## config.mk

```make
export PLATFORM = sky130hd
export DESIGN_NAME = pus_sum_stage
export DESIGN_NICKNAME = d
export VERILOG_FILES = /design/src/hdl/pus_pkg.sv /design/src/hdl/pus_sum_stage.sv
export SDC_FILE = /design/constraint.sdc
export NUM_CORES = 1
export LEC_CHECK = 0
export ABC_CLOCK_PERIOD_IN_PS = 29800
export BUFFER_PORTS_ARGS = -buffer_cell sky130_fd_sc_hd__buf_2
export CORE_AREA = 2 2 504 506
export CTS_BUF_LIST = sky130_fd_sc_hd__clkbuf_16
export DETAILED_ROUTE_END_ITERATION = 7
export DIE_AREA = 0 0 506 508
export GPL_TIMING_DRIVEN = 0
export PLACE_DENSITY = 0.33
export SETUP_SLACK_MARGIN = 0.3
export SYNTH_ARGS = -nofsm -noshare
export SYNTH_HDL_FRONTEND = slang
export SYNTH_SLANG_ARGS = --single-unit
```

## constraint.sdc

```tcl
create_clock -name clk -period 29.8 [get_ports clk]
set_input_delay 0 -clock clk [delete_from_list [all_inputs] [get_ports clk]]
set_output_delay 0 -clock clk [all_outputs]
set_load 0.05 [all_outputs]
```

## src/hdl/pus_pkg.sv

```systemverilog
`default_nettype none

package pus_pkg;

	localparam int unsigned IDX_W = 3;

	localparam logic [IDX_W-1:0] REG_FRAME_TIME  = 3'd0;
	localparam logic [IDX_W-1:0] REG_GRAVITY_X   = 3'd1;
	localparam logic [IDX_W-1:0] REG_GRAVITY_Y   = 3'd2;
	localparam logic [IDX_W-1:0] REG_GRAVITY_Z   = 3'd3;
	localparam logic [IDX_W-1:0] REG_DRAG_RATE   = 3'd4;
	localparam logic [IDX_W-1:0] REG_SIZE_ACCEL  = 3'd5;
	localparam logic [IDX_W-1:0] REG_ANGLE_ACCEL = 3'd6;

	localparam logic [15:0]        FRAME_TIME_RESET = 16'd68;
	localparam logic signed [31:0] ONE_UNIT         = 32'sd4096;
	localparam logic [23:0]        DRAG_MAX         = 24'd4096;
	localparam logic [30:0]        AGE_MAX          = 31'h7fff_ffff;

	typedef logic [2:0][31:0] vec3_t;

	typedef struct packed {
		logic [15:0] frame_time;
		vec3_t       gravity;
		logic [19:0] drag_rate;
		logic [31:0] size_accel;
		logic [31:0] angle_accel;
	} cfg_t;

	typedef struct packed {
		logic [31:0] extent;
		logic [31:0] extent_rate;
		logic [31:0] angle;
		logic [31:0] angle_rate;
		logic [31:0] life_left;
		logic [30:0] age;
	} scalars_t;

	typedef struct packed {
		vec3_t    pos;
		vec3_t    vel;
		scalars_t sc;
	} particle_t;

	// products already cut to 32 bits (drag_ft to 24 bits); all but re and ra also shifted
	typedef struct packed {
		logic        live;
		particle_t   p;
		vec3_t       mv;
		vec3_t       gv;
		logic [31:0] ge;
		logic [31:0] ga;
		logic [31:0] re;
		logic [31:0] ra;
		logic [31:0] life_sub;
		logic [30:0] age_sum;
		logic [23:0] drag_ft;
	} s1_t;

	typedef struct packed {
		logic        live;
		vec3_t       pos;
		vec3_t       vel;
		vec3_t       gv;
		logic [12:0] te;
		scalars_t    sc;
	} s2_t;

	typedef struct packed {
		logic     live;
		vec3_t    pos;
		vec3_t    vel;
		vec3_t    gv;
		vec3_t    dv;
		scalars_t sc;
	} s3_t;

endpackage

`default_nettype wire

```

## src/hdl/pus_sum_stage.sv

```systemverilog
`default_nettype none

module pus_sum_stage (
	input  wire logic          clk,
	input  wire logic          arst_n,
	input  wire logic          in_valid,
	output logic               in_ready,
	input  wire pus_pkg::s1_t  in_s,
	output logic               out_valid,
	input  wire logic          out_ready,
	output pus_pkg::s2_t       out_s
);

	logic          valid_s2;
	pus_pkg::s2_t  st_s2;
	pus_pkg::s2_t  nxt;
	logic [31:0]   ext_n;
	logic          shrunk;

	assign ext_n  = in_s.p.sc.extent + in_s.ge;
	assign shrunk = $signed(ext_n) < pus_pkg::ONE_UNIT;

	for (genvar i = 0; i < 3; i++) begin : g_lane
		assign nxt.pos[i] = in_s.live ? in_s.p.pos[i] + in_s.mv[i] : in_s.p.pos[i];
	end

	assign nxt.live = in_s.live;
	assign nxt.vel  = in_s.p.vel;
	assign nxt.gv   = in_s.gv;
	// drag factor saturates at one unit
	assign nxt.te   = (in_s.drag_ft > pus_pkg::DRAG_MAX) ? pus_pkg::DRAG_MAX[12:0]
	                                                     : in_s.drag_ft[12:0];

	always_comb begin
		nxt.sc = in_s.p.sc;
		if (in_s.live) begin
			nxt.sc.extent      = ext_n;
			nxt.sc.extent_rate = in_s.p.sc.extent_rate + in_s.re;
			nxt.sc.angle       = in_s.p.sc.angle + in_s.ga;
			nxt.sc.angle_rate  = in_s.p.sc.angle_rate + in_s.ra;
			nxt.sc.life_left   = shrunk ? 32'd0 : in_s.life_sub;
			nxt.sc.age         = in_s.age_sum;
		end
	end

	assign in_ready  = !valid_s2 || out_ready;
	assign out_valid = valid_s2;
	assign out_s     = st_s2;

	always_ff @(posedge clk or negedge arst_n) begin
		if (!arst_n) begin
			valid_s2 <= 1'b0;
		end else if (in_ready) begin
			valid_s2 <= in_valid;
		end
	end

	always_ff @(posedge clk) begin
		if (in_valid && in_ready) begin
			st_s2 <= nxt;
		end
	end

endmodule

`default_nettype wire

```

== Word-level counts from Yosys, hierarchy flattened ==
Index checks and enable logic that the tools add are counted.

* Output and inout port bits: 495
* Input bits: 795
* Memories kept: 0
* Register bits: 494
* Memory bits (writable): 0
* Memory bits (read-only): 0
* Word-level logic and storage cells: 35
* Latch bits: 0

* Equality and inequality tests: 0
* Div/mod/pow operators: 0
* Multiply operators: 0
* Shift operators: 0
* $lt $le $gt $ge: 2
* $add $sub $neg: 7
* Bitwise logic cells: 0
* Mux-type cells: 5
* Reduce and logical (&&, ||, !) cells: 3

{| class="wikitable"
|+ Operator list
! cell !! count
|-
| $add 32x32->32 || 7
|-
| $mux 191 || 1
|-
| $mux 32 || 4
|-
| $lt 32x14->1 const B || 1
|-
| $gt 24x13->1 const B || 1
|-
| $logic_and 1x1->1 || 1
|-
| $logic_not 1->1 || 1
|-
| $logic_or 1x1->1 || 1
|}

== Longest topological paths before layout ==
Gate-level depths: netlist of run 1.

* Depth in word-level cells: 4
* Gate-level depth with buffers: 14
* Gate-level depth less buffers: 14

== Worst setup path after synthesis of run 1 ==
OpenSTA, ideal clock, no wires.

* Path kind: reg2reg
* Start point: register valid_s2, in the netlist out_valid
* End point: register st_s2, in the netlist out_s[0], enable pin
* Stages on the path, launching flop included: 3
* Buffers on the path: 0
* Setup time: 0.919 ns
* Data required time: 28.881 ns
* Slack: 16.653 ns
* Period minus slack after synthesis: 13.147 ns
* Data arrival time: 12.228 ns
* Path through: dfrtp_1 -> nand2b_1 -> and2_1

* Word-level cells in the longest chain between the ends: 3

{| class="wikitable"
|+ RTL lines
! what !! line !! text
|-
| start, declared || pus_sum_stage.sv:14 || <nowiki>logic valid_s2;</nowiki>
|-
| start signal, assigned || pus_sum_stage.sv:54 || <nowiki>valid_s2 <= in_valid;</nowiki>
|-
| $logic_not 1->1 || pus_sum_stage.sv:46 || <nowiki>assign in_ready = !valid_s2 || out_ready;</nowiki>
|-
| $logic_or 1x1->1 || pus_sum_stage.sv:46 ||
|-
| via in_ready || pus_sum_stage.sv:7 || <nowiki>output logic in_ready,</nowiki>
|-
| $logic_and 1x1->1 || pus_sum_stage.sv:59 || <nowiki>if (in_valid && in_ready) begin</nowiki>
|-
| end signal, assigned || pus_sum_stage.sv:60 || <nowiki>st_s2 <= nxt;</nowiki>
|-
| end, declared || pus_sum_stage.sv:15 || <nowiki>pus_pkg::s2_t st_s2;</nowiki>
|}

The timed path passes the listed nets, and every way through them passes these cells.
A chain may end at the register's enable or synchronous reset.

==> results of run 1 <==
synth_stat cells, types with 6 or more instances:
| cell type | count |
|---|---|
| sky130_fd_sc_hd__edfxtp_1 | 493 |
| sky130_fd_sc_hd__o21bai_1 | 38 |
| sky130_fd_sc_hd__nand3_1 | 43 |
| sky130_fd_sc_hd__nand2b_1 | 30 |
| sky130_fd_sc_hd__and2_1 | 24 |
| sky130_fd_sc_hd__nand2_1 | 89 |
| sky130_fd_sc_hd__o21ai_1 | 8 |
| sky130_fd_sc_hd__clkbuf_1 | 36 |
| sky130_fd_sc_hd__o31a_1 | 6 |
| sky130_fd_sc_hd__ha_1 | 217 |
| sky130_fd_sc_hd__nor2_1 | 114 |
| sky130_fd_sc_hd__a21o_1 | 77 |
| sky130_fd_sc_hd__and3_1 | 26 |
| sky130_fd_sc_hd__a211oi_1 | 39 |
| sky130_fd_sc_hd__nor4_1 | 8 |
| sky130_fd_sc_hd__nor2b_1 | 27 |
| sky130_fd_sc_hd__o21a_1 | 35 |
| sky130_fd_sc_hd__buf_1 | 6 |
| sky130_fd_sc_hd__o21ai_0 | 104 |
| sky130_fd_sc_hd__a211o_1 | 8 |
| sky130_fd_sc_hd__inv_1 | 60 |
| sky130_fd_sc_hd__o211ai_1 | 12 |
| sky130_fd_sc_hd__nand4_1 | 6 |
| sky130_fd_sc_hd__nor3_1 | 34 |
| sky130_fd_sc_hd__mux2_2 | 194 |
| sky130_fd_sc_hd__a2111oi_0 | 7 |
| sky130_fd_sc_hd__a22o_1 | 33 |
| sky130_fd_sc_hd__a21oi_1 | 190 |
| sky130_fd_sc_hd__xnor2_1 | 148 |
| sky130_fd_sc_hd__xor2_1 | 38 |
| sky130_fd_sc_hd__or3_1 | 14 |
| sky130_fd_sc_hd__mux2i_1 | 8 |
| sky130_fd_sc_hd__o31ai_1 | 14 |
| sky130_fd_sc_hd__fa_1 | 7 |
| sky130_fd_sc_hd__a31oi_1 | 19 |
where the power goes:
group	leakage (uW)	switching, uW	internal [uW]
Sequential	0.00472	16.5	835
Combinational	0.0152	521	337
Clock	0.00131	419	546
state kept, by name, indices dropped and copies added (netlist names):
register,cells
out_valid,1
out_s,493
area by class of cell:
| class | count | area (sq um) |
|---|---|---|
| antenna | 30 | 75.07 |
| buffer | 47 | 232.7 |
| clock buffer | 82 | 2052 |
| clock inverter | 64 | 543.0 |
| fill | 27830 | 200800 |
| inverter | 62 | 235.2 |
| multi-input combinational | 1704 | 13260 |
| sequential | 494 | 14830 |
| tap | 3366 | 4212 |
| timing repair buffer | 2221 | 16020 |
routing by layer:
layer / vias to the layer above / share of wire, % / track usage, %
met3: 276 / 8.1 / 5.169
met5: - / 0.11 / 0
met2: 1251 / 49 / 27.53
li1: 13580 / - / -
met1: 14290 / 39 / 17.47
met4: 36 / 4.2 / 6.003
timing repair:
action                    4_1_cts  5_1_grt
hold endpoints to repair      527        1
hold buffers                  915        1
gates resized for setup         0        0
worst paths after layout:
check,endpoint,slack [ps],cells past startpoint
max reg2reg,out_s[385],27130,5
max in group asynchronous,out_valid,29040,4
min in group asynchronous,out_valid,660,4
min reg2reg,out_s[22],1070,2
max,out_s[58],24250,17
min,out_s[462],60,4
through the flow:
step	power, uW	cell area (sq um)	cells	setup slack, ps
6_report	2674	51460	8070	24250
5_1_grt	2803	51430	8058	23980
4_1_cts	2737	51380	8039	24260
3_5_place_dp	1593	39620	6978	24620
3_3_place_gp	1629	39200	6962	7717
2_1_floorplan	1317	28540	2307	16650
logic make-up after synthesis:
group	share of synthesized area (%)
xor+xnor	5.709
fa+ha+maj	10.01
mux	7.989
simple gates	7.976
flops	51.97
compound gates	14.78
buf+inv	1.574
tightest hold or removal path, cell delays in order:
cell and delay (ps):
sky130_fd_sc_hd__buf_2 80, sky130_fd_sc_hd__ha_1 200, sky130_fd_sc_hd__xnor2_1 120, sky130_fd_sc_hd__mux2_2 210
==> flow_metrics.py, run 1 <==
metrics = {
    "critical_path": {
        "setup.worst_path.end_class": "flop",
        "crit_arrival_ps": 5950,
        "critical-path-max-stage-delay_ps": 640,
        "critical_path.reg2reg.startpoint": "out_valid",
        "worst_path_max_delay_cell": "sky130_fd_sc_hd__dlygate4sd3_1",
        "crit_family": "compound AO/OA/AOI/OAI gates",
        "critPathKind": "in2reg",
        "path_cells": "dlygate4sd3_1 > buf_2 > ha_1 > fa_1 > a211oi_1 > o21ai_1 > a21oi_1 > o21ai_1 > xnor2_1 > or4b_1 > nor4_2 > nand2_1 > nor4_4 > a41oi_4 > buf_6 > a22o_1 > dlygate4sd3_1",
        "cp_data_required_time_ps": 30200,
        "timing.critical_path.from": "in_s[566]",
        "number_of_buffer_and_inverter_instances_along_the_worst_setup_path": 4,
        "crit_path_start_kind": "primary input",
        "cp_max_fo": 10,
    },
    "logic_synthesis": {
        "synth_top_cell_area_share_pct": 51.88,
        "synthesis.area_sq_mm": 0.02854,
        "yosysSeqAreaShare_pct": 51.97,
        "synth_async_sr_flop_share_pct": 0.2024,
        "dominantRegCellSynth": "sky130_fd_sc_hd__edfxtp_1",
        "ys_warn_count": 0,
        "yosys.area.top_type": "sky130_fd_sc_hd__edfxtp_1",
        "synthesized_netlist_cell_count": 2307,
        "synth_fp_nets": 3326,
        "netlist_top_cells_area": "sky130_fd_sc_hd__edfxtp_1 (52%), sky130_fd_sc_hd__ha_1 (9.5%), sky130_fd_sc_hd__mux2_2 (7.7%)",
        "synth_edf_count": 493,
        "ff_latch_count_synth": 494,
        "syn_area_per_cell_sq_um": 12.37,
        "number_of_distinct_library_cells_after_synthesis": 82,
    },
    "cells_and_area": {
        "postLayoutCoreUtil_pct": 20.40,
        "layout_commonest_cell": "sky130_fd_sc_hd__buf_2",
        "final_cell_mix": "sky130_fd_sc_hd__buf_2 (1,290), sky130_fd_sc_hd__dlygate4sd3_1 (916), sky130_fd_sc_hd__edfxtp_1 (493)",
        "final_layout_size_suffix_gt1_share_pct": 35.52,
        "final_nets": 5630,
        "syn2layout_area_growth_pct": 80.34,
    },
    "sta": {
        "worst_slew_pin_slew_ps": 1228,
        "fin_setup_tns_ps": 0,
        "max_clock_freq_mhz": 180.1,
        "finalSetupViolations": 0,
        "slew_violations": 0,
        "timing.final.crit_period_ps": 5552,
        "final_hold_viol_count": 0,
        "relSlewSlack_pct": 17.46,
        "worst_clock_skew_ps": 61.19,
        "final.period_utilization_pct": 18.63,
        "hold_ws_ps": 56.86,
        "grt_setup_unrepaired": "false",
    },
    "place": {
        "io_buffers": 1289,
        "finalWeightedCongestion": 0.8660,
        "detailedPlacementHpwl_mm": 176.9,
    },
    "floorplanning": {
        "die_area_sq_mm": 0.2570,
        "io-pin-count": 1290,
        "core-area_sq_mm": 0.2523,
        "starting_density_of_the_core_pct": 11.31,
        "num_rows": 185,
        "die-width_um": 506,
        "die_y_um": 508,
    },
    "global_routing": {
        "grt_use_total_pct": 15.69,
        "wire_length_of_the_first_global_routing_pass_mm": 271.7,
        "grt-ovfl-total": 0,
        "vias_in_the_first_global_route": 30110,
        "grt_antenna_before_repair": 102,
        "pin_count_of_the_biggest_net_entering_global_routing": 62,
    },
    "detailed_routing": {
        "routed_wirelength_mm": 211.0,
        "drc": 0,
        "drt_pass1_iterations": 5,
        "vias_per_cell": 3.648,
        "post_route_ant_nets": 0,
        "routed-via-count": 29440,
        "drt_iter0_drc": 1474,
        "wire_length_per_cell_um": 26.14,
    },
    "power": {
        "leakage_uw": 0.02123,
        "power_density_mw_per_mm2": 51.97,
        "power.ir.vdd_worst_uv": 38.00,
    },
    "clocking": {
        "clockBufferDepth": 3,
        "tritoncts_num_sinks": 494,
        "clock_latency_ps": 730,
        "postCtsSetupRepairBufs": 0,
        "cts_tree": "done",
        "clock-root-buffer": "sky130_fd_sc_hd__clkbuf_16",
        "cts-buffers-inserted": 81,
        "clk_pin_slew_ps": 50,
        "cts.htree.levels": 3,
    },
    "min_path": {
        "min-delay-path-class": "in2reg",
        "worstHoldStart": "in_s[377]",
    },
    "outcome": {
        "status": "complete, no violations",
    },
    "flow_run": {
        "reported_max_cap_violation_count": 0,
    },
}
Power figures use the tool's default switching activity.
==> inputs of run 2 (changes only) <==
--- a/config.mk
+++ b/config.mk
@@ -5,14 +5,15 @@
 export SDC_FILE = /design/constraint.sdc
 export NUM_CORES = 1
 export LEC_CHECK = 0
-export ABC_CLOCK_PERIOD_IN_PS = 29800
+export ABC_AREA = 1
+export ABC_CLOCK_PERIOD_IN_PS = 4900
 export BUFFER_PORTS_ARGS = -buffer_cell sky130_fd_sc_hd__buf_2
-export CORE_AREA = 2 2 504 506
+export CORE_AREA = 2 2 498 500
 export CTS_BUF_LIST = sky130_fd_sc_hd__clkbuf_16
 export DETAILED_ROUTE_END_ITERATION = 7
-export DIE_AREA = 0 0 506 508
+export DIE_AREA = 0 0 500 502
 export GPL_TIMING_DRIVEN = 0
-export PLACE_DENSITY = 0.33
+export PLACE_DENSITY = 0.36
 export SETUP_SLACK_MARGIN = 0.3
 export SYNTH_ARGS = -nofsm -noshare
 export SYNTH_HDL_FRONTEND = slang
==> constraint.sdc (replaced) <==
create_clock -name clk -period 4.9 [get_ports clk]
set_input_delay 0 -clock clk [delete_from_list [all_inputs] [get_ports clk]]
set_output_delay 0 -clock clk [all_outputs]
set_load 0.05 [all_outputs]
==> run 2 against run 1 <==
First-iteration DRC count is 65% higher. Synthesized cell count is 60% higher. Sequential power rose to 6.1 times the previous value. Sequential share of layout area is 1.6 points lower. Routed wire length grew 19%. Non-clock buffer count rose by 3. Sequential cell count unchanged. Largest cell class unchanged. Highest routed layer unchanged.
==> flow_metrics.py, run 2 <==
metrics = {
    "cells_and_area": {
        "syn2layout_area_growth_pct": 71.64,
        "largest_register_ffs": 493,
        "layout_commonest_cell": "sky130_fd_sc_hd__buf_2",
        "final_nets": 6996,
        "postLayoutCellArea_sq_mm": 0.05452,
        "final_cell_mix": "sky130_fd_sc_hd__buf_2 (1,291), sky130_fd_sc_hd__nand2_1 (1,044), sky130_fd_sc_hd__dlygate4sd3_1 (888)",
        "final_layout_size_suffix_gt1_share_pct": 26.98,
    },
    "logic_synthesis": {
        "netlist_top_cells_count": "sky130_fd_sc_hd__nand2_1 (1,044), sky130_fd_sc_hd__edfxtp_1 (493), sky130_fd_sc_hd__inv_1 (349)",
        "synthesized_netlist_cell_count": 3695,
        "syn_area_per_cell_sq_um": 8.597,
        "netlist_top_cells_area": "sky130_fd_sc_hd__edfxtp_1 (47%), sky130_fd_sc_hd__nand2_1 (12%), sky130_fd_sc_hd__ha_1 (8.5%)",
        "yosysSeqAreaShare_pct": 46.68,
        "synth_edf_count": 493,
        "yosys.area.top_type": "sky130_fd_sc_hd__edfxtp_1",
        "ff_latch_count_synth": 494,
        "dominantRegCellSynth": "sky130_fd_sc_hd__edfxtp_1",
        "synth_top_cell_area_share_pct": 46.60,
        "synthesis.area_sq_mm": 0.03177,
        "number_of_distinct_library_cells_after_synthesis": 50,
        "yosysMostFrequentCell": "sky130_fd_sc_hd__nand2_1",
        "ys_warn_count": 0,
        "synth_async_sr_flop_share_pct": 0.2024,
        "synth_fp_nets": 4714,
    },
    "floorplanning": {
        "die_y_um": 502,
        "starting_density_of_the_core_pct": 12.95,
        "die_area_sq_mm": 0.2510,
        "num_rows": 182,
        "core-area_sq_mm": 0.2453,
        "die-width_um": 500,
        "io-pin-count": 1290,
    },
    "critical_path": {
        "critical_path.reg2reg.startpoint": "out_valid",
        "critPathKind": "in2reg",
        "cp_max_fo": 11,
        "path_cells": "dlygate4sd3_1 > buf_2 > clkbuf_1 > inv_1 > clkbuf_8 > buf_2 > clkbuf_2 > clkbuf_1 > nand2_1 > nand2_2 > dlygate4sd3_1",
        "timing.critical_path.from": "in_s[790]",
        "number_of_buffer_and_inverter_instances_along_the_worst_setup_path": 9,
        "crit_family": "buffers and inverters",
        "critical-path-max-stage-delay_ps": 800,
        "setup.worst_path.end_class": "flop",
        "crit_path_start_kind": "primary input",
        "crit_arrival_ps": 4880,
        "worst_path_max_delay_cell": "sky130_fd_sc_hd__clkbuf_2",
        "cp_data_required_time_ps": 5470,
    },
    "sta": {
        "worst_slew_pin_slew_ps": 1366,
        "finalSetupViolations": 0,
        "slew_violations": 0,
        "final_hold_viol_count": 0,
        "timing.final.crit_period_ps": 4314,
        "final.period_utilization_pct": 88.05,
        "hold_ws_ps": 57.27,
        "max_clock_freq_mhz": 231.8,
        "grt_setup_unrepaired": "false",
        "worst_clock_skew_ps": 42.24,
        "relSlewSlack_pct": 8.927,
    },
    "clocking": {
        "clockBufferDepth": 3,
        "clk_pin_slew_ps": 60,
        "clock_latency_ps": 710,
        "cts-buffers-inserted": 76,
        "cts_tree": "done",
        "clock-root-buffer": "sky130_fd_sc_hd__clkbuf_16",
        "cts.htree.levels": 3,
        "tritoncts_num_sinks": 494,
    },
    "global_routing": {
        "pin_count_of_the_biggest_net_entering_global_routing": 29,
        "grt-ovfl-total": 0,
        "vias_in_the_first_global_route": 37210,
        "wire_length_of_the_first_global_routing_pass_mm": 325.7,
        "grt_antenna_before_repair": 119,
        "grt_use_total_pct": 19.14,
    },
    "power": {
        "p_sw_uw": 6224,
        "clock_power_share_pct": 35.9,
        "leakage_uw": 0.02414,
        "power_density_mw_per_mm2": 304.2,
        "internal-power_uw": 10360,
        "sequentialPowerShare_pct": 31.2,
        "power.ir.vdd_worst_uv": 200.6,
        "comb_power_share_pct": 32.9,
        "switching_share_pct": 37.52,
    },
    "flow_run": {
        "reported_max_cap_violation_count": 0,
    },
    "detailed_routing": {
        "routed-via-count": 36830,
        "vias_per_cell": 3.956,
        "post_route_ant_nets": 0,
        "drt_pass1_iterations": 8,
        "routed_wirelength_mm": 250.5,
        "drt_iter0_drc": 2425,
        "wire_length_per_cell_um": 26.91,
        "drc": 0,
    },
    "place": {
        "io_buffers": 1289,
        "postPlaceCellArea_sq_mm": 0.04289,
        "detailedPlacementHpwl_mm": 215.1,
        "finalWeightedCongestion": 0.8882,
    },
    "outcome": {
        "status": "complete, no violations",
    },
    "min_path": {
        "worstHoldStart": "in_s[383]",
        "min-delay-path-class": "in2reg",
    },
}
==> run 2: cell types whose count changed in the layout (fill, tap and decap cells not counted), sizes merged, moves of 37 or more <==
| cell | delta |
|---|---|
| nand2 | +1010 |
| inv | +301 |
| mux2 | -195 |
| nor2 | +183 |
| nand3 | +178 |
| o21ai | +136 |
| xnor2 | -108 |
| a21o | -50 |
| or2 | +46 |
| a31oi | +41 |
| a211oi | -37 |
==> run 2: final cells by class <==
type | count | area, sq um
Fill cell | 27430 | 190700
Timing Repair Buffer | 2204 | 15960
Multi-Input combinational cell | 2772 | 15240
Sequential cell | 494 | 14830
Tap cell | 3220 | 4029
Clock buffer | 76 | 1902
Inverter | 362 | 1359
Clock inverter | 63 | 710.7
Buffer | 67 | 360.3
Antenna cell | 53 | 132.6
==> run 2: kinds of logic (layout without fill, tap and decap cells) <==
logic type      count (synthesis)  after routing  synth area share [%]
compound gates                644            644                 11.40
xor+xnor                       98             98                 2.726
fa+ha+maj                     224            224                 8.988
buf+inv                       429           2772                 5.361
flops                         494            494                 46.68
other cells                     0             53                     0
simple gates                 1806           1806                 24.85
==> run 2: power groups by stage <==
stage	combinational [uW]	sequential, uW	clock, uW
global route	5850	5190	6350
floorplan	1710	6280	0
finish	5460	5170	5960
detailed placement	4710	5250	0
global placement	4660	5390	0
CTS	5530	5170	6240
==> run 2: what timing repair did <==
item / 4_1_cts / 5_1_grt
hold buffers: 888 / 0
setup buffers: 0 / 0
resized for setup: 0 / 0
hold endpoints to repair: 576 / 0
==> run 2: per-stage QoR <==
stage          setup TNS (ps)  utilization, %  setup WS, ps  total power, uW  cells
6_report                    0           22.23         585.6            16590   9311
5_1_grt                     0           22.21         477.6            17390   9287
4_1_cts                     0           22.18         366.4            16940   9258
3_5_place_dp                0           17.49         780.8             9963   8231
3_3_place_gp         -5002080           17.23        -10290            10050   8204
2_1_floorplan        -2056530               -         -4171             7990   3695
==> run 2: metal layers <==
metal / up-vias / wire [um] / track usage, %
li1: 17330 / - / -
met1: 17680 / 97870 / 21.53
met2: 1426 / 125200 / 34.33
met3: 362 / 13670 / 3.652
met4: 32 / 13630 / 9.492
met5: - / 203 / 0
==> run 2: tightest hold or removal path, stage by stage <==
cell and delay, ps:
sky130_fd_sc_hd__buf_2 80, sky130_fd_sc_hd__ha_1 230, sky130_fd_sc_hd__xnor2_1 130, sky130_fd_sc_hd__o21ai_0 130
==> run 2: path summary, 6_finish.rpt <==
kind                       cells after the start         end  slack (ps)
min in group asynchronous                      3   out_valid         230
setup / recovery                              11   out_s[60]         590
hold reg to reg                                1   out_s[78]         750
max in group asynchronous                      3   out_valid        4530
hold / removal                                 4  out_s[468]          60
setup reg to reg                              10   out_s[32]        1750
==> inputs of run 3 (changes only) <==
--- a/config.mk
+++ b/config.mk
@@ -6,14 +6,14 @@
 export NUM_CORES = 1
 export LEC_CHECK = 0
 export ABC_AREA = 1
-export ABC_CLOCK_PERIOD_IN_PS = 4900
+export ABC_CLOCK_PERIOD_IN_PS = 4700
 export BUFFER_PORTS_ARGS = -buffer_cell sky130_fd_sc_hd__buf_2
-export CORE_AREA = 2 2 498 500
+export CORE_AREA = 2 2 501 503
 export CTS_BUF_LIST = sky130_fd_sc_hd__clkbuf_16
 export DETAILED_ROUTE_END_ITERATION = 7
-export DIE_AREA = 0 0 500 502
+export DIE_AREA = 0 0 503 505
 export GPL_TIMING_DRIVEN = 0
-export PLACE_DENSITY = 0.36
+export PLACE_DENSITY = 0.35
 export SETUP_SLACK_MARGIN = 0.3
 export SYNTH_ARGS = -nofsm -noshare
 export SYNTH_HDL_FRONTEND = slang
==> constraint.sdc (replaced) <==
create_clock -name clk -period 4.7 [get_ports clk]
set_input_delay 0 -clock clk [delete_from_list [all_inputs] [get_ports clk]]
set_output_delay 0 -clock clk [all_outputs]
set_load 0.05 [all_outputs]
==> run 3 against run 2 <==
Non-clock buffer count fell by 13. Clock power barely moved. Register-to-register slack improved by 380 ps. Count of clock-buffer cells in the layout rose by 3. Critical path type unchanged. Critical endpoint is now out_s[54]. Largest cell class unchanged. Largest power group unchanged. Highest routed layer unchanged.
==> flow_metrics.py, run 3 (synthesized netlist as in run 2, its figures left out) <==
metrics = {
    "clocking": {
        "holdBufCountCts": 875,
        "clock-root-buffer": "sky130_fd_sc_hd__clkbuf_16",
        "clk_pin_slew_ps": 50,
        "cts.htree.levels": 3,
        "cts_resized": 0,
        "postCtsSetupRepairBufs": 0,
        "cts-buffers-inserted": 79,
        "cts_tree": "done",
        "clock_latency_ps": 730,
        "tritoncts_num_sinks": 494,
        "clockBufferDepth": 3,
    },
    "cells_and_area": {
        "syn2layout_area_growth_pct": 71.29,
        "layout.filler_cells": 27920,
        "final_layout_size_suffix_gt1_share_pct": 26.93,
        "multi_input_area_sq_mm": 0.01524,
        "layout_commonest_cell": "sky130_fd_sc_hd__buf_2",
        "final_nets": 6986,
        "final_cell_mix": "sky130_fd_sc_hd__buf_2 (1,291), sky130_fd_sc_hd__nand2_1 (1,044), sky130_fd_sc_hd__dlygate4sd3_1 (875)",
        "largest_register_ffs": 493,
        "seq_area_sq_mm": 0.01483,
    },
    "sta": {
        "hold_ws_ps": 22.17,
        "relSlewSlack_pct": 18.06,
        "final_hold_viol_count": 0,
        "timing.final.crit_period_ps": 4108,
        "finalSetupViolations": 0,
        "worst_slew_pin_slew_ps": 1229,
        "finalWorstSetupSlack_ps": 592.4,
        "grt_setup_unrepaired": "false",
        "fin_setup_tns_ps": 0,
        "final.period_utilization_pct": 87.40,
        "max_clock_freq_mhz": 243.5,
        "slew_violations": 0,
        "worst_clock_skew_ps": 46.84,
    },
    "power": {
        "comb_power_share_pct": 33.2,
        "power.ir.vdd_worst_uv": 267.6,
        "sequentialPowerShare_pct": 31.6,
        "clock_power_share_pct": 35.1,
        "switching_share_pct": 38.01,
        "p_sw_uw": 6468,
        "internal-power_uw": 10550,
        "leakage_uw": 0.02401,
        "power_density_mw_per_mm2": 312.7,
        "overall_power_after_layout_uw": 17020,
    },
    "floorplanning": {
        "die_y_um": 505,
        "die_area_sq_mm": 0.2540,
        "starting_density_of_the_core_pct": 12.80,
        "die-width_um": 503,
        "core-area_sq_mm": 0.2482,
        "num_rows": 183,
        "io-pin-count": 1290,
    },
    "global_routing": {
        "wire_length_of_the_first_global_routing_pass_mm": 321.9,
        "grt-ovfl-total": 0,
        "grt_antenna_before_repair": 138,
        "vias_in_the_first_global_route": 37270,
        "pin_count_of_the_biggest_net_entering_global_routing": 28,
        "grt_use_total_pct": 18.64,
    },
    "place": {
        "finalWeightedCongestion": 0.9040,
        "preCtsSetupSlack_ps": 564.4,
        "io_buffers": 1289,
        "detailedPlacementHpwl_mm": 211.1,
    },
    "detailed_routing": {
        "drt_pass1_iterations": 6,
        "drt_iter0_drc": 2264,
        "post_route_ant_nets": 0,
        "vias_per_cell": 3.912,
        "wire_length_per_cell_um": 26.27,
        "drc": 0,
        "routed_wirelength_mm": 247.6,
        "routed-via-count": 36870,
    },
    "critical_path": {
        "cp_max_fo": 11,
        "setup.worst_path.end_class": "flop",
        "cp_data_required_time_ps": 5210,
        "crit_arrival_ps": 4620,
        "critPathKind": "in2reg",
        "crit_path_start_kind": "primary input",
    },
    "min_path": {
        "min-delay-path-class": "in2reg",
    },
    "flow_run": {
        "reported_max_cap_violation_count": 0,
    },
    "outcome": {
        "status": "complete, no violations",
    },
}
-- run 3: changes by cell type in the layout (fill, tap and decap cells not counted), moves of 2 or more --
| cell | previous run | this run |
|---|---|---|
| sky130_fd_sc_hd__buf_12 | 20 | 24 |
| sky130_fd_sc_hd__buf_16 | 10 | 5 |
| sky130_fd_sc_hd__bufinv_16 | 11 | 5 |
| sky130_fd_sc_hd__clkbuf_1 | 42 | 45 |
| sky130_fd_sc_hd__clkbuf_16 | 76 | 79 |
| sky130_fd_sc_hd__clkbuf_2 | 12 | 9 |
| sky130_fd_sc_hd__clkinv_1 | 15 | 19 |
| sky130_fd_sc_hd__clkinv_16 | 4 | 2 |
| sky130_fd_sc_hd__diode_2 | 53 | 69 |
| sky130_fd_sc_hd__dlygate4sd3_1 | 888 | 875 |
-- run 3: power by group through the flow --
stage,combinational [uW],sequential (uW),clock (uW)
after floorplan,1780,6550,0
after global placement,4840,5610,0
after detailed placement,4880,5470,0
after CTS,5710,5390,6250
after global routing,6060,5400,6380
final,5650,5380,5980
-- run 3: critical path, stage by stage --
cell and delay [ps]:
sky130_fd_sc_hd__dlygate4sd3_1 590, sky130_fd_sc_hd__buf_2 150, sky130_fd_sc_hd__clkbuf_1 170, sky130_fd_sc_hd__inv_1 250, sky130_fd_sc_hd__clkbuf_8 380, sky130_fd_sc_hd__buf_2 460
sky130_fd_sc_hd__clkbuf_2 500, sky130_fd_sc_hd__buf_12 240, sky130_fd_sc_hd__clkbuf_1 750, sky130_fd_sc_hd__nand2_1 150, sky130_fd_sc_hd__nand2_2 180, sky130_fd_sc_hd__dlygate4sd3_1 710
-- run 3: final cells by class --
| type | instances | share of cell area (%) |
|---|---|---|
| well taps | 3330 | 7.658 |
| clock inverters | 62 | 0.9566 |
| plain buffers | 67 | 0.6554 |
| inverters | 362 | 2.497 |
| diodes | 69 | 0.3173 |
| clock buffers | 79 | 3.633 |
| repair buffers | 2191 | 29.01 |
| flip-flops and latches | 494 | 27.26 |
| multi-input cells | 2772 | 28.02 |
-- run 3: routing by layer --
layer  up-vias  global-route usage (%)  wire length [um]
li1      17320                       -                 -
met1     17690                   20.85             96560
met2      1398                   33.46            123400
met3       402                   3.880             14320
met4        62                   8.721             12980
met5         -                       0               376
-- run 3: worst paths after layout --
| check | startpoint | end | slack (ps) | cells past startpoint |
|---|---|---|---|---|
| worst min-delay path | in_s[376] | out_s[461] | 20 | 4 |
| worst max-delay path | in_s[790] | out_s[54] | 590 | 12 |
| min in group asynchronous | arst_n | out_valid | 130 | 3 |
| max in group asynchronous | arst_n | out_valid | 4440 | 3 |
| worst min register to register | out_valid | out_s[307] | 660 | 1 |
| worst max register to register | out_valid | out_s[201] | 2130 | 8 |
-- run 3: stage by stage --
step | utilization [%] | instance area, sq um | instances
after floorplan | - | 31780 | 3695
after global placement | 17.08 | 42400 | 8314
after detailed placement | 17.32 | 42980 | 8341
after CTS | 21.85 | 54240 | 9357
after global routing | 21.90 | 54360 | 9406
final | 21.92 | 54410 | 9426
